### src/design/assert_macros.svh
// Assertion helpers shared by the design.
`ifndef ASSERT_MACROS_SVH
`define ASSERT_MACROS_SVH

// Same-cycle implication, inactive during reset.
`define ASSERT_IMP(label, ante, cons) \
  label: assert property (@(posedge clk) disable iff (rst) (ante) |-> (cons)) \
    else $error("assertion failed: label");

// Next-cycle implication, inactive during reset.
`define ASSERT_NXT(label, ante, cons) \
  label: assert property (@(posedge clk) disable iff (rst) (ante) |=> (cons)) \
    else $error("assertion failed: label");

// Next-cycle implication that also holds across reset.
`define ASSERT_RST(label, ante, cons) \
  label: assert property (@(posedge clk) (ante) |=> (cons)) \
    else $error("assertion failed: label");

`endif

### src/design/nvr_pkg.sv
`default_nettype none
package nvr_pkg;

  localparam int WORD_W    = 16;
  localparam int T_W       = 18;
  localparam int MAG_W     = 17;
  localparam int SQ_W      = 34;
  localparam int SHIFT_W   = 5;
  localparam int MANT_W    = 18;
  localparam int DIV_STEPS = 35;
  localparam int QUO_W     = 35;
  localparam int DREM_W    = 19;
  localparam int ROOT_STEPS = 18;
  localparam int ROOT_W    = 18;
  localparam int SREM_W    = 20;
  localparam int RAD_W     = 36;
  localparam int PROD_W    = 35;
  localparam int SCL_W     = 51;

  localparam logic [DREM_W-1:0] DIV_REM_INIT = 19'd32768;
  localparam logic [WORD_W-1:0] WORD_MAX     = 16'hFFFF;
  localparam logic [WORD_W-1:0] SIGN_MASK    = 16'h8000;
  localparam logic [MAG_W-1:0]  ONE_MAG      = 17'd65536;

  typedef enum logic {
    REG_FULL_RANGE = 1'b0,
    REG_HAS_ALPHA  = 1'b1
  } reg_idx_t;

  typedef struct packed {
    logic signed [T_W-1:0] tx;
    logic signed [T_W-1:0] ty;
    logic signed [T_W-1:0] tz;
    logic [WORD_W-1:0]     wx;
    logic [WORD_W-1:0]     wy;
    logic [WORD_W-1:0]     wz;
    logic [WORD_W-1:0]     alpha;
  } carry_t;

  typedef struct packed {
    carry_t              car;
    logic                zero;
    logic [SHIFT_W-1:0]  shift;
    logic [MANT_W-1:0]   mant;
  } mid_t;

  typedef struct packed {
    logic [WORD_W-1:0] x;
    logic [WORD_W-1:0] y;
    logic [WORD_W-1:0] z;
    logic [WORD_W-1:0] alpha;
  } res_t;

  typedef struct packed {
    logic last_vld;
    logic adv;
  } back_stat_t;

  // word -> signed Q1.16
  function automatic logic signed [T_W-1:0] decode_word(input logic [WORD_W-1:0] w,
                                                         input logic full);
    logic [MAG_W-1:0] two_w;
    logic [T_W-1:0]   num;
    logic [T_W-1:0]   b;
    logic [T_W:0]     t;
    two_w = {w, 1'b0};
    num   = {1'b0, two_w} + 18'd32767;
    if (full) begin
      b = {1'b0, w ^ SIGN_MASK, 1'b0};
    end else if (num >= 18'd131070) begin
      b = {1'b0, two_w} + 18'd2;
    end else if (num >= 18'd65535) begin
      b = {1'b0, two_w} + 18'd1;
    end else begin
      b = {1'b0, two_w};
    end
    t = {1'b0, b} - 19'd65536;
    return t[T_W-1:0];
  endfunction

  // signed Q1.16 in [-1, 1] -> word
  function automatic logic [WORD_W-1:0] encode_word(input logic signed [T_W-1:0] n,
                                                     input logic full);
    logic [T_W-1:0]  nb;
    logic [SQ_W-1:0] acc;
    logic [MAG_W-1:0] ob;
    logic [T_W-1:0]  hb;
    nb  = n + 18'd65536;
    acc = {nb, 16'd0} - {16'd0, nb} + 34'd65536;
    hb  = nb + 18'd1;
    if (full) begin
      ob = hb[T_W-1:1];
    end else begin
      ob = acc[SQ_W-1:17];
    end
    if (ob > {1'b0, WORD_MAX}) begin
      ob = {1'b0, WORD_MAX};
    end
    if (full) begin
      return ob[WORD_W-1:0] ^ SIGN_MASK;
    end
    return ob[WORD_W-1:0];
  endfunction

  function automatic logic [MAG_W-1:0] mag_of(input logic signed [T_W-1:0] t);
    logic [T_W-1:0] neg;
    neg = -t;
    return t[T_W-1] ? neg[MAG_W-1:0] : t[MAG_W-1:0];
  endfunction

endpackage
`default_nettype wire

### src/design/nvr_front.sv
`default_nettype none
module nvr_front (
  input  wire logic                        clk,
  input  wire logic                        rst,
  input  wire logic                        push,
  output logic                             full,
  input  wire logic [nvr_pkg::WORD_W-1:0]  x_in,
  input  wire logic [nvr_pkg::WORD_W-1:0]  y_in,
  input  wire logic [nvr_pkg::WORD_W-1:0]  z_in,
  input  wire logic [nvr_pkg::WORD_W-1:0]  alpha_in,
  input  wire logic                        full_range,
  input  wire logic                        has_alpha,
  input  wire logic                        mid_full,
  output logic                             mid_push,
  output nvr_pkg::mid_t                    mid_data
);
  logic adv;
  logic v0, v1, v2, v3, v4;
  nvr_pkg::carry_t c0, c1, c2, c3, c4;
  logic [nvr_pkg::SQ_W-1:0] sqx, sqy, sqz;
  logic [nvr_pkg::SQ_W-1:0] sum2;
  logic [nvr_pkg::SQ_W-1:0] m3, m3_next;
  logic [nvr_pkg::SHIFT_W-1:0] s3, s3_next;
  logic [nvr_pkg::SQ_W-1:0] m4, m4_next;
  logic [nvr_pkg::SHIFT_W-1:0] s4, s4_next;
  logic z3, z4;
  logic [nvr_pkg::MAG_W-1:0] ax, ay, az;

  assign adv      = !(v4 && mid_full);
  assign full     = !adv;
  assign mid_push = v4 && adv;

  assign ax = nvr_pkg::mag_of(c0.tx);
  assign ay = nvr_pkg::mag_of(c0.ty);
  assign az = nvr_pkg::mag_of(c0.tz);

  always_comb begin
    m3_next = sum2;
    s3_next = '0;
    if (m3_next[33:2] == '0) begin
      m3_next = m3_next << 32;
      s3_next = 5'd16;
    end
    if (m3_next[33:18] == '0) begin
      m3_next = m3_next << 16;
      s3_next = s3_next + 5'd8;
    end
  end

  always_comb begin
    m4_next = m3;
    s4_next = s3;
    if (m4_next[33:26] == '0) begin
      m4_next = m4_next << 8;
      s4_next = s4_next + 5'd4;
    end
    if (m4_next[33:30] == '0) begin
      m4_next = m4_next << 4;
      s4_next = s4_next + 5'd2;
    end
    if (m4_next[33:32] == '0) begin
      m4_next = m4_next << 2;
      s4_next = s4_next + 5'd1;
    end
  end

  always_ff @(posedge clk) begin
    if (rst) begin
      v0 <= 1'b0;
      v1 <= 1'b0;
      v2 <= 1'b0;
      v3 <= 1'b0;
      v4 <= 1'b0;
    end else if (adv) begin
      v0 <= push;
      v1 <= v0;
      v2 <= v1;
      v3 <= v2;
      v4 <= v3;
    end
  end

  always_ff @(posedge clk) begin
    if (adv) begin
      c0.tx    <= nvr_pkg::decode_word(x_in, full_range);
      c0.ty    <= nvr_pkg::decode_word(y_in, full_range);
      c0.tz    <= nvr_pkg::decode_word(z_in, full_range);
      c0.wx    <= x_in;
      c0.wy    <= y_in;
      c0.wz    <= z_in;
      c0.alpha <= has_alpha ? alpha_in : '0;
      c1  <= c0;
      sqx <= ax * ax;
      sqy <= ay * ay;
      sqz <= az * az;
      c2   <= c1;
      sum2 <= sqx + sqy + sqz;
      c3 <= c2;
      m3 <= m3_next;
      s3 <= s3_next;
      z3 <= (sum2 == '0);
      c4 <= c3;
      m4 <= m4_next;
      s4 <= s4_next;
      z4 <= z3;
    end
  end

  assign mid_data.car   = c4;
  assign mid_data.zero  = z4;
  assign mid_data.shift = s4;
  assign mid_data.mant  = m4[33:16];
endmodule
`default_nettype wire

### config.mk
export PLATFORM = sky130hd
export DESIGN_NAME = nvr_front
export DESIGN_NICKNAME = d
export VERILOG_FILES = /design/src/design/assert_macros.svh /design/src/design/nvr_pkg.sv /design/src/design/nvr_front.sv
export SDC_FILE = /design/constraint.sdc
export NUM_CORES = 2
export LEC_CHECK = 0
export ABC_CLOCK_PERIOD_IN_PS = 52200
export BUFFER_PORTS_ARGS = -buffer_cell sky130_fd_sc_hd__buf_2
export CAP_MARGIN = 25
export CORE_UTILIZATION = 45
export CTS_CLUSTER_SIZE = 14
export DETAILED_ROUTE_END_ITERATION = 8
export SLEW_MARGIN = 20
export SYNTH_ARGS = -nofsm -noshare
export SYNTH_HDL_FRONTEND = slang
export SYNTH_SLANG_ARGS = --single-unit
### constraint.sdc
create_clock -name clk -period 52.2 [get_ports clk]
set_input_delay 5.22 -clock clk [delete_from_list [all_inputs] [get_ports clk]]
set_output_delay 5.22 -clock clk [all_outputs]
set_load 0.02 [all_outputs]
Word-level counts from Yosys, hierarchy flattened
Index checks and enable logic that the tools add are counted.

Muxes and demuxes: 25. Order comparisons: 6. Divide/modulo/power cells: 0. Multiply operators: 3. Bitwise gates (word level): 3. Equal/unequal tests: 0. Shift-type cells: 0. $add $sub $neg: 21. Reductions and logical operators: 9.

Operator list (count): $mux W18 (12); $mux W34 (5); $mul A17 B17 Y34 (3); $add A34 B34 Y34 (2); $add A17 B1 Y18 const B (3); $add A17 B15 Y18 const B (3); $add A17 B2 Y18 const B (3); $ge A18 B16 Y1 const B (3); $ge A18 B17 Y1 const B (3); $sub A18 B17 Y18 const B (3); $mux W17 (3); $neg A17 Y17 (3); $logic_not A34 Y1 (1); $logic_not A32 Y1 (1); $mux W5 (5); $logic_not A16 Y1 (1); $logic_not A8 Y1 (1); $add A5 B1 Y5 const B (1); $add A5 B2 Y5 const B (1); $add A5 B3 Y5 const B (1); $add A5 B4 Y5 const B (1); $logic_not A4 Y1 (1); $not A1 Y1 (3); $logic_and A1 B1 Y1 (2); other kinds (2) (2).

Memories kept: 0. Flip-flop bits (word level): 809. Word-level logic and storage cells: 118. Bits in latches: 0. Bits in writable memories: 0. Output and inout port bits: 144. Input bits: 70. Bits in read-only memories: 0.

Logic depth before layout (Yosys ltp)
Depth after elaboration: 7. Gate-level depth with buffers: 32. Depth with buffers taken out: 29.

Worst setup path after synthesis
No wires, ideal clock.

Path type: input port to output port. Start: input mid_full. End: output full. Setup slack: 21446 ps. Path buffers: 0. Arrival: 25534 ps. Required time: 46980 ps. Stages: 2. Path through: nand2_1 inv_1.

Word-level cells in the longest chain between the ends: 1.

Ends and longest elaborated chain: start: declaration (line nvr_front.sv:13) `input wire logic mid_full,`; $logic_and A1 B1 Y1 (line nvr_front.sv:29) `assign adv = !(v4 && mid_full);`; end: declaration (line nvr_front.sv:6) `output logic full,`.

No other way between the ends.

Worst setup path in the final report
Ends and elaborated chain as after synthesis.

==> results.cfg <==
[layout]
drive_above_1_share_pct = 8.808
area_delta_synth_final_pct = 10.93
fillCellCount = 10490
nets = 5855

[flow_run]
cap_violations = 0

[synth]
synth_seq_cells = 784
synth_edf_count = 779
synth.distinct_cells = 85
yosysSeqAreaShare_pct = 43.34
netlist_area_sq_mm = 0.05421
netlist_instances = 4558
synthArstFlopShare_pct = 0
syn_avg_cell_area_sq_um = 11.89
yosysWarnings = 0
ys.flop_type = edfxtp_1

[clocking]
cts_setup_buffers = 0
clock_latency_ns = 0.67
cts_made_buffers = 80
clock-root-buffer = clkbuf_16
htreeDepth = 3
cts.sink_count = 784
cts_max_path_buffers = 3
post_cts_resized = 0
cts_tree = built
clk_transition_reported_paths_ns = 0.06
hold_buffers = 0

[global_route]
grt_max_degree = 186
grt-ovfl-total = 0
grt_pass1_vias = 33700
grt_antenna_before_repair = 1
track_usage_pct = 19.07
grt_pass1_wl_microns = 181400

[sta]
setup_viol = 0
clock_skew_ns = 0.04627
hold_viol_final = 0
finalMaxSlewViolations = 0
worst_pin_slew_ns = 1.069
fin_crit_sh_pct = 22.28
slew_headroom_pct = 28.51
rsz0062_at_grt = false
tns_ns = 0
timing.fmax_ghz = 0.08598
period_minus_slack_ns = 11.63

[worst_setup_path]
worst-r2r-cell-count = 26
reg2reg_slack_ns = 42.52
r2r-start = c0[100]
worst_path_most_repeated_cell = buf_2
cp-start-kind = primary input
crit_path_end_kind = output port
path_max_fanout = 65
criticalPathCategory = primary input to output port
worst_ep_required_time_ns = 46.98
crit_path_cell_trace = buf_2, nand2_4, inv_1, buf_2
worstReg2RegEnd = sqx[29]
critPathArrivalTime_ns = 6.41
critPathMaxStageDelay_ns = 0.58
cpMaxStageDelayCell = nand2_4

[run_status]
status = finished clean

[placement]
dp_hpwl_microns = 87150
io_buffers = 213
routabilityCongestion = 0.9003

[routing]
drtAntennaViolNets = 0
num_vias = 32920
first_pass_iters = 7
wirelength_microns = 112400
via_per_inst = 5.078
drt_iter0_drc = 2191
route.detailed.drc = 0
wire_per_inst_microns = 17.34

[hold_path]
hold_end = c2[104]
hold_path_class = register to register
hold_depth = 0
hold_start = c1[104]

[floorplanning]
core_area_sq_mm = 0.1187
rows = 126
die_height_microns = 349.1
die_w_microns = 349.1
fp.dieArea_sq_mm = 0.1219
start_util_pct = 45.66
ios = 214
[final cells by class]
cell class,instances,area (sq um),share of cell area (%)
Multi-Input combinational cell,2763,26960,44.83
Sequential cell,784,23490,39.07
Inverter,928,3483,5.793
Clock buffer,91,2043,3.398
Tap cell,1600,2002,3.329
Timing Repair Buffer,267,1520,2.528
Clock inverter,49,630.6,1.049
Antenna cell,1,2.502,0.004161
[synth_stat cells (all sizes together), types with 18 or more instances]
| cell type | count | area [sq um] |
|---|---|---|
| a21oi | 118 | 590.6 |
| nand2b | 33 | 206.5 |
| mux2i | 27 | 270.3 |
| ha | 358 | 4479 |
| edfxtp | 779 | 23390 |
| and3 | 26 | 162.7 |
| and2 | 26 | 162.7 |
| nor4 | 28 | 190.2 |
| inv | 915 | 3435 |
| xnor2 | 141 | 1235 |
| clkbuf | 79 | 297.8 |
| nor2 | 316 | 1189 |
| fa | 603 | 12070 |
| o21a | 24 | 180.2 |
| a211oi | 23 | 172.7 |
| o21ai | 104 | 520.5 |
| nor3 | 52 | 265.3 |
| nand2 | 398 | 1494 |
| xor2 | 80 | 700.7 |
| nand4 | 18 | 112.6 |
| nand3 | 57 | 285.3 |
| nor2b | 28 | 175.2 |
| a21o | 63 | 473.0 |
[stage by stage]
stage / cells / area, sq um / util [%] / setup slack, ns / hold WS, ns
2_1_floorplan: 4560 / 54220 / - / 21.45 / 0.4003
3_3_place_gp: 6338 / 57400 / 48.35 / 40.56 / 0.4005
3_5_place_dp: 6340 / 57420 / 48.37 / 40.54 / 0.4045
4_1_cts: 6480 / 60090 / 50.62 / 40.54 / 0.4032
5_1_grt: 6482 / 60130 / 50.65 / 40.46 / 0.4013
6_report: 6483 / 60140 / 50.66 / 40.57 / 0.4052
[worst max-delay path by stage]
stage                     endpoint  cells past startpoint      from
final                         full                      4  mid_full
after global routing          full                      4  mid_full
after CTS                     full                      4  mid_full
after detailed placement      full                      4  mid_full
after global placement        full                      4  mid_full
after floorplan               full                      2  mid_full
[flip-flops by register name (all words and copies together) (netlist names), 2 cells and up]
register and flops:
c0 118, c1 118, c2 118, c3 118, m3 32, m4 18
mid_data 118, s3 2, s4 5, sqx 32, sqy 32, sqz 32
sum2 34
[per-layer routing]
metal / global-route usage, % / up-vias / wire length (microns)
met1: 27.16 / 16410 / 51490
met3: 3.406 / 148 / 6779
met2: 29.88 / 815 / 51390
met5: 0 / - / 0
li1: - / 15540 / -
met4: 5.487 / 0 / 2769
[logic make-up (layout without fill, tap and decap cells)]
kind of cell             after synthesis  count (layout)  synth area share [%]
AO/OA/AOI/OAI                        490             490                 6.006
XOR/XNOR                             221             221                 3.571
adder cells (fa/ha/maj)              961             961                 30.53
buffers and inverters               1013            1335                 7.033
flip-flops                           784             784                 43.34
multiplexers                          36              36                0.6855
other                                  1               4              0.006918
AND/OR/NAND/NOR                     1052            1052                 8.831
[placed cells by master, fill, tap and decap left out, types with 27 or more instances in the layout]
cell       Yosys  routed
a21o_1        63      63
a21oi_1      118     118
buf_2          4     213
buf_4          1      50
clkbuf_16      0      80
edfxtp_1     779     779
fa_1         603     603
ha_1         358     358
inv_1        910     910
mux2i_1       27      27
nand2_1      398     397
nand2b_1      33      33
nand3_1       57      57
nor2_1       315     314
nor2b_1       28      28
nor3_1        51      50
nor4_1        27      27
o21ai_0      101     101
xnor2_1      141     138
xor2_1        80      79
[worst max-delay path: cells and delay by family]
kind	cells	cell delay [ns]
buffers and inverters	3	0.60
and+or+nand+nor	1	0.58
Power is not shown: default switching activity piles up to over one toggle a cycle in this logic, so the estimate is an artifact.
