<file path="src/design/assert_macros.svh">
// Assertion helpers shared by the design.
`ifndef ASSERT_MACROS_SVH
`define ASSERT_MACROS_SVH

// Same-cycle implication, inactive during reset.
`define ASSERT_IMP(label, ante, cons) \
  label: assert property (@(posedge clk) disable iff (rst) (ante) |-> (cons)) \
    else $error("assertion failed: label");

// Next-cycle implication, inactive during reset.
`define ASSERT_NXT(label, ante, cons) \
  label: assert property (@(posedge clk) disable iff (rst) (ante) |=> (cons)) \
    else $error("assertion failed: label");

// Next-cycle implication that also holds across reset.
`define ASSERT_RST(label, ante, cons) \
  label: assert property (@(posedge clk) (ante) |=> (cons)) \
    else $error("assertion failed: label");

`endif

</file>
<file path="src/design/nvr_fifo.sv">
`default_nettype none
module nvr_fifo #(
  parameter int W     = 8,
  parameter int DEPTH = 4
) (
  input  wire logic         clk,
  input  wire logic         rst,
  input  wire logic         push,
  input  wire logic [W-1:0] din,
  output logic              full,
  input  wire logic         pop,
  output logic [W-1:0]      dout,
  output logic              empty
);
  localparam int PTR_W = (DEPTH > 1) ? $clog2(DEPTH) : 1;
  localparam int CNT_W = $clog2(DEPTH + 1);
  localparam logic [PTR_W-1:0] LAST = PTR_W'(DEPTH - 1);
  localparam logic [CNT_W-1:0] FULL_CNT = CNT_W'(DEPTH);

  logic [W-1:0]     mem [DEPTH];
  logic [PTR_W-1:0] wr_ptr;
  logic [PTR_W-1:0] rd_ptr;
  logic [CNT_W-1:0] count;
  logic             do_push;
  logic             do_pop;

  assign full    = (count == FULL_CNT);
  assign empty   = (count == '0);
  assign do_push = push && !full;
  assign do_pop  = pop && !empty;
  assign dout    = mem[rd_ptr];

  always_ff @(posedge clk) begin
    if (do_push) begin
      mem[wr_ptr] <= din;
    end
  end

  always_ff @(posedge clk) begin
    if (rst) begin
      wr_ptr <= '0;
      rd_ptr <= '0;
      count  <= '0;
    end else begin
      if (do_push) begin
        wr_ptr <= (wr_ptr == LAST) ? '0 : wr_ptr + 1'b1;
      end
      if (do_pop) begin
        rd_ptr <= (rd_ptr == LAST) ? '0 : rd_ptr + 1'b1;
      end
      if (do_push && !do_pop) begin
        count <= count + 1'b1;
      end else if (do_pop && !do_push) begin
        count <= count - 1'b1;
      end
    end
  end
endmodule
`default_nettype wire

</file>
<file path="config.mk">
export PLATFORM = sky130hd
export DESIGN_NAME = nvr_fifo
export DESIGN_NICKNAME = d
export VERILOG_FILES = /design/src/design/assert_macros.svh /design/src/design/nvr_fifo.sv
export SDC_FILE = /design/constraint.sdc
export NUM_CORES = 1
export LEC_CHECK = 0
export CAP_MARGIN = 20
export CORE_MARGIN = 8
export CORE_UTILIZATION = 45
export DETAILED_ROUTE_END_ITERATION = 8
export DONT_BUFFER_PORTS = 1
export PLACE_DENSITY = 0.69
export REMOVE_ABC_BUFFERS = 1
export SLEW_MARGIN = 10
export SYNTH_ARGS = -nofsm -noshare
export SYNTH_HDL_FRONTEND = slang
export SYNTH_SLANG_ARGS = --single-unit
</file>
<file path="constraint.sdc">
create_clock -name clk -period 4.1 [get_ports clk]
set_clock_uncertainty 0.05 [all_clocks]
set_input_delay 0.82 -clock clk [delete_from_list [all_inputs] [get_ports clk]]
set_output_delay 0.82 -clock clk [all_outputs]
set_load 0.03 [all_outputs]
</file>
[Yosys cells after proc, flatten, opt, wreduce, memory -nomap -nowiden]
Memory sizes are Yosys's and may differ from the RTL's. A register that Yosys moved wholly into a read port is not among the register bits.
Index checks and enable logic that the tools add are counted.
Word-level totals
  output and inout port bits: 10
  memories kept: 1
  register bits after elaboration: 7
  memory bits (writable): 32
  input bits: 12
  logic and storage cells: 29
Memories
  mem: depth 4, width 8, rd ports 1, clocked after Yosys merged registers in 1, write ports 1, line nvr_fifo.sv:20  | logic [W-1:0] mem [DEPTH];
Operators by class
  add/sub/neg operators: 4
  multiplexer cells: 8
  reduce and logical (&&, ||, !) cells: 10
  equal/unequal tests: 3
Operator list (count)
  two-way mux 2 bit: 4
  two-way mux 3 bit: 2
  adder 2 x 1 -> 2 bit (second input constant): 2
  equality test 2 bit (second input constant): 2
  logical AND 1 bit: 4
  zero test 1 bit: 4
  adder 3 x 1 -> 3 bit (second input constant): 1
  equality test 3 bit (second input constant): 1
  zero test 3 bit: 1
  subtractor 3 x 1 -> 3 bit (second input constant): 1
  two-way mux 1 bit: 2
  nonzero test 2 bit: 1

[Depth between registers and ports, before layout]
Gate-level depths: netlist of run 1.
  depth in word-level cells: 7
  gate-level depth with buffers: 10
  depth with buffers taken out: 9

[Worst setup path after synthesis of run 1]
Ideal clock, no wire load.
  path type: in2reg
  start point: input push
  end point: register count[2]
  library setup time: 0.070 ns
  stages on the path: 8
  setup slack: 1.727 ns
  data required time: 3.980 ns
  data arrival time: 2.253 ns
  path buffers: 0
  cell sequence: inv_1 > nor2_2 > ha_1 > inv_1 > fa_1 > xor2_1 > or3_2 > a21oi_1
Between the ends
  cells in the longest elaborated chain, start to end: 4
  elaborated cells between the ends (all ways): 6
  those cells by class: mux: 1; reduce/logical: 5
Ends and longest elaborated chain
  start: declaration: line nvr_fifo.sv:8  | input wire logic push,
  logical AND 1 bit *: line nvr_fifo.sv:29  | assign do_push = push && !full;
  net do_push: line nvr_fifo.sv:24  | logic do_push;
  zero test 1 bit: line nvr_fifo.sv:53  | end else if (do_pop && !do_push) begin
  logical AND 1 bit: line nvr_fifo.sv:53
  nonzero test 2 bit (no source line)
  end signal: assignment: line nvr_fifo.sv:52  | count <= count + 1'b1;
  end signal: assignment: line nvr_fifo.sv:54  | count <= count - 1'b1;
  end: declaration: line nvr_fifo.sv:23  | logic [CNT_W-1:0] count;
Mark *: on every way through the listed nets, which the timed path passes. The rest lies on a longest branch.
A chain may end at the register's enable or synchronous reset.

==> flow_summary.toml, run 1 <==
[status]
outcome = "finished, final reports clean"

[setup_path]
end_kind = "primary output"
critPathMaxStageDelay_ns = 0.70
cp_data_arrival_time_ns = 1.73
cp_max_fo = 8
path_class = "flip-flop to primary output"
path_cells = "mux4_2"
path_delay_family = "multiplexers"
cp-start-kind = "flip-flop"
crit_slowest_cell = "mux4_2"
required_ns = 3.23
path_buf_inv = 0

[flow_run]
drv_cap = 0

[sta]
slew_viol_final = 0
fin_crit_ns = 2.60
clock.fmax_ghz = 0.385
hold_viol = 0
hold_slack_ns = 0.457
postLayoutSetupSlackWorst_ns = 1.50
rsz0062_at_grt = "no"
slew_headroom = 0.380
tns_ns = 0
final-setup-viol-count = 0
fin_crit_sh = 0.633
worst_pin_slew_ns = 0.923

[final_layout]
seq_area_um2 = 1140
finish.instance_area_um2 = 1760
diodes = 0
drive_gt1_frac = 0.240
areaGrowthSynthToFinish_pct = 6.77
multiInputGateArea_um2 = 457
n_fill_cell = 316
fin_nets = 114
layout.cells.non_filler = 144

[clock_tree]
clock_sinks = 41
cts_buffers = 5
insertion_delay_ns = 0.33
htreeDepth = 2
clk_pin_slew_worst_paths_ns = 0.11
post_cts_buffers = 0
clockRootBuffer = "clkbuf_4"
cts_hold_buf = 0
cts_tree = "built"
cts_buffer_depth = 2
cts.repair.resized = 0

[placement]
hpwl_um = 1830
placed_cells = 136
gp_congestion = 0.679
port_buffers = 0
post-place-ws_ns = 1.56
postPlaceCellArea_um2 = 1680

[global_routing]
grt_util_met3 = 0.0483
antenna_found_initial = 0
use_met1 = 0.0985
grt_pass1_vias = 857
grt-busiest-layer = "met2"
grt_max_degree = 13
track_usage = 0.0934
use_met2 = 0.153
grt_first_pass_wirelength_um = 4200
gr-total-overflow = 0

[power_and_ir_drop]
clock_power_share = 0.227
power_density_nw_per_um2 = 619
p_int_mw = 0.740
switchingPower_mw = 0.347
p_leak_nw = 0.602
p_comb_frac = 0.261
seqPwrFrac = 0.512
ir_worst_vdd_v = 0.000287
netSwitchingFraction = 0.319

[synth]
synth-seq-cells = 41
synth.avg_cell_area_um2 = 17.9
synth_area_um2 = 1650
ys_seq_area_frac = 0.694
syn_inst = 92
ys.warnings.count = 0
synth_cell_types = 26

[routing]
wl_per_cell_um = 17.7
via_per_inst = 5.35
drtAntennaViolNets = 0
routed_wl_um = 2550
first_pass_iters = 4
num_vias = 770
drt_iter0_markers = 74
drc = 0

[floorplanning]
num_io_pins = 22
die_y_um = 76.5
rows = 22
die_w_um = 76.5
design.die.area_um2 = 5850
initial_core_util = 0.460
core_area_um2 = 3580

[min_path]
hp-class = "flip-flop to flip-flop"
-- per-layer routing --
layer  wire length [um]  part of all wire
met5                  0                 0
met4                 48             0.019
met3                199             0.078
met2               1260              0.49
met1               1040              0.41
-- power groups by stage --
stage / logic [mW] / clock network (mW) / registers [mW]
CTS: 0.289 / 0.255 / 0.560
global placement: 0.280 / 0 / 0.564
detailed placement: 0.288 / 0 / 0.570
global route: 0.306 / 0.271 / 0.567
finish: 0.283 / 0.247 / 0.557
floorplan: 0.251 / 0 / 0.554
-- layout by cell type (no fill, tap or decap) --
cell type	count
nand3_1	2
mux2i_1	2
a21oi_1	3
nand2_1	1
dfxtp_1	9
edfxtp_1	32
fa_1	1
xor2_1	2
clkbuf_1	1
or3_2	1
o21ai_1	1
clkinv_1	1
bufinv_16	1
inv_1	4
nor2_1	3
nor2_2	1
clkbuf_4	5
and3_2	4
or3_1	1
ha_1	6
o31ai_2	2
o21ai_0	1
nor3_1	2
or3b_1	1
clkinv_4	1
mux4_2	8
-- kinds of logic (layout without fill, tap and decap cells) --
kind of cell             Yosys count  in the layout  synth area share
AO/OA/AOI/OAI                      7              7            0.0304
XOR/XNOR                           2              2            0.0106
adder cells (fa/ha/maj)            7              7            0.0578
buffers and inverters              9             13            0.0289
flip-flops                        41             41             0.694
multiplexers                      10             10             0.122
AND/OR/NAND/NOR                   16             16            0.0570
-- state kept, by name, summed over array words and instances, names as in the netlist, named ones only --
signal and cells:
rd_ptr 2, count 3, mem 32, wr_ptr 2
-- worst paths after layout --
check | startpoint | endpoint | slack [ns] | cells after the start
hold reg to reg | rd_ptr[0] | rd_ptr[0] | 0.46 | 2
hold / removal | rd_ptr[0] | rd_ptr[0] | 0.46 | 2
setup / recovery | flip-flop | dout[7] | 1.50 | 1
setup reg to reg | count[0] | count[2] | 1.55 | 9
-- final cells by class --
| class | count | share of cell area |
|---|---|---|
| well taps | 48 | 0.0342 |
| multi-input cells | 42 | 0.260 |
| inverters | 5 | 0.0135 |
| clock buffers | 6 | 0.0235 |
| clock inverters | 2 | 0.0192 |
| flip-flops and latches | 41 | 0.650 |
-- cells in the mapped netlist (all sizes together) --
cell type | instances | area share
nand3 | 2 | 0.0061
a21oi | 3 | 0.0091
inv | 4 | 0.0091
dfxtp | 9 | 0.11
ha | 6 | 0.046
clkinv | 1 | 0.0053
and3 | 4 | 0.018
buf | 3 | 0.012
mux4 | 8 | 0.11
nand2 | 1 | 0.0023
or3 | 2 | 0.0084
clkbuf | 1 | 0.0023
o31ai | 2 | 0.015
o21ai | 2 | 0.0061
nor3 | 2 | 0.0061
fa | 1 | 0.012
xor2 | 2 | 0.011
edfxtp | 32 | 0.58
nor2 | 4 | 0.011
mux2i | 2 | 0.012
or3b | 1 | 0.0053
-- stage by stage --
stage          power [mW]   util
2_1_floorplan       0.804      -
3_3_place_gp        0.845  0.470
3_5_place_dp        0.857  0.470
4_1_cts              1.10  0.491
5_1_grt              1.14  0.491
6_report             1.09  0.491
Power figures use the tool's default switching activity.
==> inputs of run 2 (changes only) <==
PLACE_DENSITY = 0.71   (was 0.69)
clock period = 2.1 ns   (was 4.1 ns; I/O delays follow)
==> run 2 against run 1 <==
Largest cell class unchanged. Design area up 5.6%. Critical path type unchanged. Clock-buffer cell count up 2. Non-clock buffer count up 12. Setup slack worse by 1.4 ns.
==> flow_summary.toml, run 2 (same netlist as run 1, synthesis figures left out) <==
[global_routing]
antenna_found_initial = 0
track_usage = 0.101
grt_pass1_vias = 892
grt_max_degree = 12
gr-total-overflow = 0
grt_first_pass_wirelength_um = 4360

[floorplanning]
die_y_um = 76.5
initial_core_util = 0.460
rows = 22
core_area_um2 = 3580
die_w_um = 76.5
num_io_pins = 22
design.die.area_um2 = 5850

[placement]
gp_congestion = 0.663
post-place-ws_ns = -0.0762
postPlaceCellArea_um2 = 1760
port_buffers = 0
hpwl_um = 1930

[routing]
drc = 0
drtAntennaViolNets = 0
wl_per_cell_um = 17.5
routed_wl_um = 2740
num_vias = 819
via_per_inst = 5.25
drt_iter0_markers = 48
first_pass_iters = 4

[min_path]
hp-class = "input port to flip-flop"
hp-start = "rst"
worstHoldPathCells = 1
hold_end = "count[2]"

[clock_tree]
insertion_delay_ns = 0.35
clk_pin_slew_worst_paths_ns = 0.11
cts_tree = "built"
clockRootBuffer = "clkbuf_4"
htreeDepth = 2
cts_buffer_depth = 2
cts_buffers = 5
cts_hold_buf = 0
clock_sinks = 41

[final_layout]
final_util = 0.518
top_regs = "mem x32, count x3"
layout_common_cells = "edfxtp_1 (32), buf_4 (12), mux4_2 (8)"
fin_nets = 126
finish.instance_area_um2 = 1850
largest_reg_flops = 32
drive_gt1_frac = 0.389
areaGrowthSynthToFinish_pct = 12.7
layout.cells.most_common = "edfxtp_1"
regMostFlops = "mem"
diodes = 0
n_fill_cell = 313

[setup_path]
crit_slowest_cell = "mux4_2"
required_ns = 1.63
cp-start-kind = "flip-flop"
r2r_cells = 8
cp_data_arrival_time_ns = 1.55
r2r_start = "count[2]"
cp_max_fo = 6
r2r_slack_ns = 0.08
path_class = "flip-flop to primary output"
worstReg2RegEnd = "count[2]"
end_kind = "primary output"
path_cells = "buf_4 > mux4_2"
critPathMaxStageDelay_ns = 0.63

[sta]
tns_ns = 0
slew_viol_final = 0
slew_headroom = 0.741
clock.fmax_ghz = 0.494
worst_pin_slew_ns = 0.388
fin_crit_sh = 0.964
postLayoutSetupSlackWorst_ns = 0.0751
final-setup-viol-count = 0
fin_crit_ns = 2.02
rsz0062_at_grt = "no"
hold_viol = 0

[power_and_ir_drop]
ir_worst_vdd_v = 0.000730
p_leak_nw = 0.652
power_density_nw_per_um2 = 1170

[flow_run]
drv_cap = 0

[status]
outcome = "finished, final reports clean"
==> run 2: cell types whose count changed in the layout (fill, tap and decap cells not counted), moves of 2 or more <==
cell,before,now
buf_4,0,12
clkbuf_1,1,3
dfxtp_1,9,5
dfxtp_2,0,4
==> run 2: worst max-delay path, delay by kind of cell (launching register included) <==
family / cells / cell delay [ns]
buffers and inverters: 1 / 0.19
flip-flops: 1 / 0.38
multiplexers: 1 / 0.63
==> run 2: what timing repair did <==
action / CTS / global route
pin swaps: 3 / 2
setup endpoints to repair: 7 / 1
buffers inserted: 2 / 0
resized for setup: 11 / 0
==> run 2: routing by layer <==
layer  part of all wire  track usage  vias to the layer above
met3              0.086       0.0566                        7
met4              0.025       0.0635                        0
met5                  0            0                        -
met2               0.51        0.173                       25
li1                   -            -                      379
met1               0.38       0.0884                      408
==> run 2: final cells by class <==
| cell class | instances | area, um^2 | area share |
|---|---|---|---|
| Clock buffer | 8 | 48.8 | 0.0263 |
| Timing Repair Buffer | 12 | 90.1 | 0.0486 |
| Inverter | 5 | 23.8 | 0.0128 |
| Multi-Input combinational cell | 42 | 485 | 0.262 |
| Tap cell | 48 | 60.1 | 0.0324 |
| Sequential cell | 41 | 1150 | 0.618 |
==> run 2: power by group <==
| group | internal (mW) | switching, mW |
|---|---|---|
| combinational | 0.324 | 0.419 |
| clock | 0.133 | 0.233 |
| sequential | 0.995 | 0.0638 |
==> run 2: how the worst max path moves through the flow <==
stage                          end  slack (ns)  cells after the start
after floorplan           count[2]       -0.22                      9
after global placement    count[2]       0.002                      8
after detailed placement  count[2]       -0.08                      8
after CTS                  dout[2]        0.05                      2
after global routing       dout[2]       0.004                      2
final                      dout[2]        0.08                      2
==> run 2: per-stage QoR <==
step | std cells | hold slack (ns) | power (mW)
2_1_floorplan | 88 | 0.406 | 1.57
3_3_place_gp | 146 | 0.427 | 1.74
3_5_place_dp | 146 | 0.431 | 1.76
4_1_cts | 156 | 0.0510 | 2.19
5_1_grt | 156 | 0.0306 | 2.29
6_report | 156 | 0.0556 | 2.17
==> inputs of run 3 (changes only) <==
ABC_AREA = 1   (was unset)
==> run 3 against run 2 <==
Critical path depth grew 7. Sequential share of layout area is 2.4 points lower. Die area rose by 2.5%. Sequential power is 4% higher. Routed wire length up 16%. Area after synthesis rose by 3.1%. Register-to-register slack better by 0.06 ns. Synthesized cell count rose by 60%. Power rose by 19%. Clock-buffer cell count down 2. Core utilization increased by 1.1 points. First-iteration DRC count up 54%. Critical path type is now flip-flop to flip-flop.
==> flow_summary.toml, run 3 <==
[status]
outcome = "finished, final reports clean"

[routing]
drt_iter0_markers = 74
num_vias = 1089
routed_wl_um = 3180
drc = 0
wl_per_cell_um = 14.9
drtAntennaViolNets = 0
first_pass_iters = 4
via_per_inst = 5.09

[sta]
hold_viol = 0
final-setup-viol-count = 0
hold_slack_ns = 0.133
slew_headroom = 0.762
fin_crit_ns = 1.97
tns_ns = 0
clock.fmax_ghz = 0.508
fin_crit_sh = 0.938
rsz0062_at_grt = "yes"
worst_pin_slew_ns = 0.356
slew_viol_final = 0
postLayoutSetupSlackWorst_ns = 0.131

[clock_tree]
clock_sinks = 41
cts_buffers = 5
clk_pin_slew_worst_paths_ns = 0.07
clockRootBuffer = "clkbuf_8"
cts_buffer_depth = 2
insertion_delay_ns = 0.29
htreeDepth = 2
cts_tree = "built"

[synth]
ys_seq_area_frac = 0.673
yosysTopAreaCellShare = 0.566
async_flop_share = 0
synth_area_um2 = 1700
yosys.area.top_type = "edfxtp_1"
synth_edf_count = 32
ys.warnings.count = 0
synth.avg_cell_area_um2 = 11.5
synth-seq-cells = 41
synth_top_cells_by_area = "edfxtp_1 (57%), dfxtp_1 (11%), nor2_1 (7.3%)"
syn_inst = 147
synthTopCellsByCount = "nor2_1 (33), edfxtp_1 (32), inv_1 (17), nand2_1 (13), o21ai_0 (13)"
yosysMostFrequentCell = "nor2_1"
synth_cell_types = 19
synth_ff_type = "edfxtp_1"

[global_routing]
use_met2 = 0.194
grt-busiest-layer = "met2"
grt_util_met3 = 0.0553
antenna_found_initial = 0
track_usage = 0.115
grt_max_degree = 17
grt_first_pass_wirelength_um = 5230
use_met1 = 0.112
grt_pass1_vias = 1137
gr-total-overflow = 0

[floorplanning]
die_y_um = 77.4
rows = 22
initial_core_util = 0.467
design.die.area_um2 = 5990
num_io_pins = 22
die_w_um = 77.4
core_area_um2 = 3630

[final_layout]
top_regs = "mem x32, count x3"
layout_common_cells = "nor2_1 (33), edfxtp_1 (32), inv_1 (16), o21ai_0 (13), buf_4 (13)"
drive_gt1_frac = 0.175
final_util = 0.530
areaGrowthSynthToFinish_pct = 13.4
diodes = 0
fin_nets = 184
layout.cells.non_filler = 214
layout.cells.most_common = "nor2_1"
regMostFlops = "mem"
finish.instance_area_um2 = 1920
largest_reg_flops = 32

[setup_path]
cp-start-kind = "flip-flop"
cp_max_fo = 7
path_class = "flip-flop to flip-flop"
end_kind = "flip-flop"
required_ns = 2.24
cp_data_arrival_time_ns = 2.11

[placement]
hpwl_um = 2230
gp_congestion = 0.813
postPlaceCellArea_um2 = 1830
post-place-ws_ns = 0.149
placed_cells = 206
port_buffers = 0

[power_and_ir_drop]
p_leak_nw = 0.761
power_density_nw_per_um2 = 1340
power_mw = 2.57
ir_worst_vdd_v = 0.000588

[flow_run]
drv_cap = 0

[min_path]
hp-class = "input port to flip-flop"
## run 3: cell types whose count changed in the layout (fill, tap and decap cells not counted), moves of 3 or more
cell	change
mux4_2	-8
clkbuf_4	-5
o22ai_1	+8
and3_2	-4
o21ai_2	+3
o21ai_0	+12
nor2_1	+30
inv_1	+12
clkbuf_8	+5
nand2_1	+11
## run 3: cells by family (layout without fill, tap and decap cells)
family          Yosys count  count (layout)  synth area share
fa+ha+maj                 7               7            0.0560
simple gates             51              51             0.121
compound gates           27              27            0.0922
xor+xnor                  1               1           0.00516
buf+inv                  20              39            0.0531
flops                    41              41             0.673
## run 3: layer usage
layer	share of wire	routed length, um
met5	0	0
met4	0.020	65
met3	0.079	250
met2	0.50	1600
met1	0.40	1270
## run 3: timing repair
action	4_1_cts	5_1_grt
endpoints found under the setup margin	0	4
hold buffers	0	0
setup buffers	0	0
gates resized for setup	0	5
## run 3: power breakdown
| group | internal [mW] | switching [mW] | leakage (nW) | total (mW) |
|---|---|---|---|---|
| Clock | 0.230 | 0.256 | 0.0450 | 0.486 |
| Combinational | 0.336 | 0.645 | 0.347 | 0.981 |
| Sequential | 1.01 | 0.0955 | 0.368 | 1.10 |
| Total | 1.58 | 0.996 | 0.761 | 2.57 |
## run 3: final cells by class
class / count / area [um^2]
fillers: 329 / 1710
inverters: 18 / 67.6
repair buffers: 13 / 97.6
multi-input cells: 86 / 473
clock inverters: 2 / 10.0
well taps: 48 / 60.1
clock buffers: 6 / 72.6
flip-flops and latches: 41 / 1140
## run 3: critical path, stage by stage (launching register included)
cell and delay (ns):
dfxtp_1 0.35, nor2_1 0.16, nand2_1 0.16, nand2_4 0.13, inv_1 0.05, ha_1 0.21, inv_1 0.10, fa_1 0.43
o21ai_0 0.17, nor2_1 0.06
## run 3: path summary, 6_finish.rpt
check | depth (start not counted) | to | slack [ns] | start
setup / recovery | 9 | count[1] | 0.13 | count[1]
hold / removal | 1 | count[0] | 0.13 | rst
setup reg to reg | 9 | count[1] | 0.13 | count[1]
hold reg to reg | 2 | flip-flop | 0.49 | rd_ptr[1]
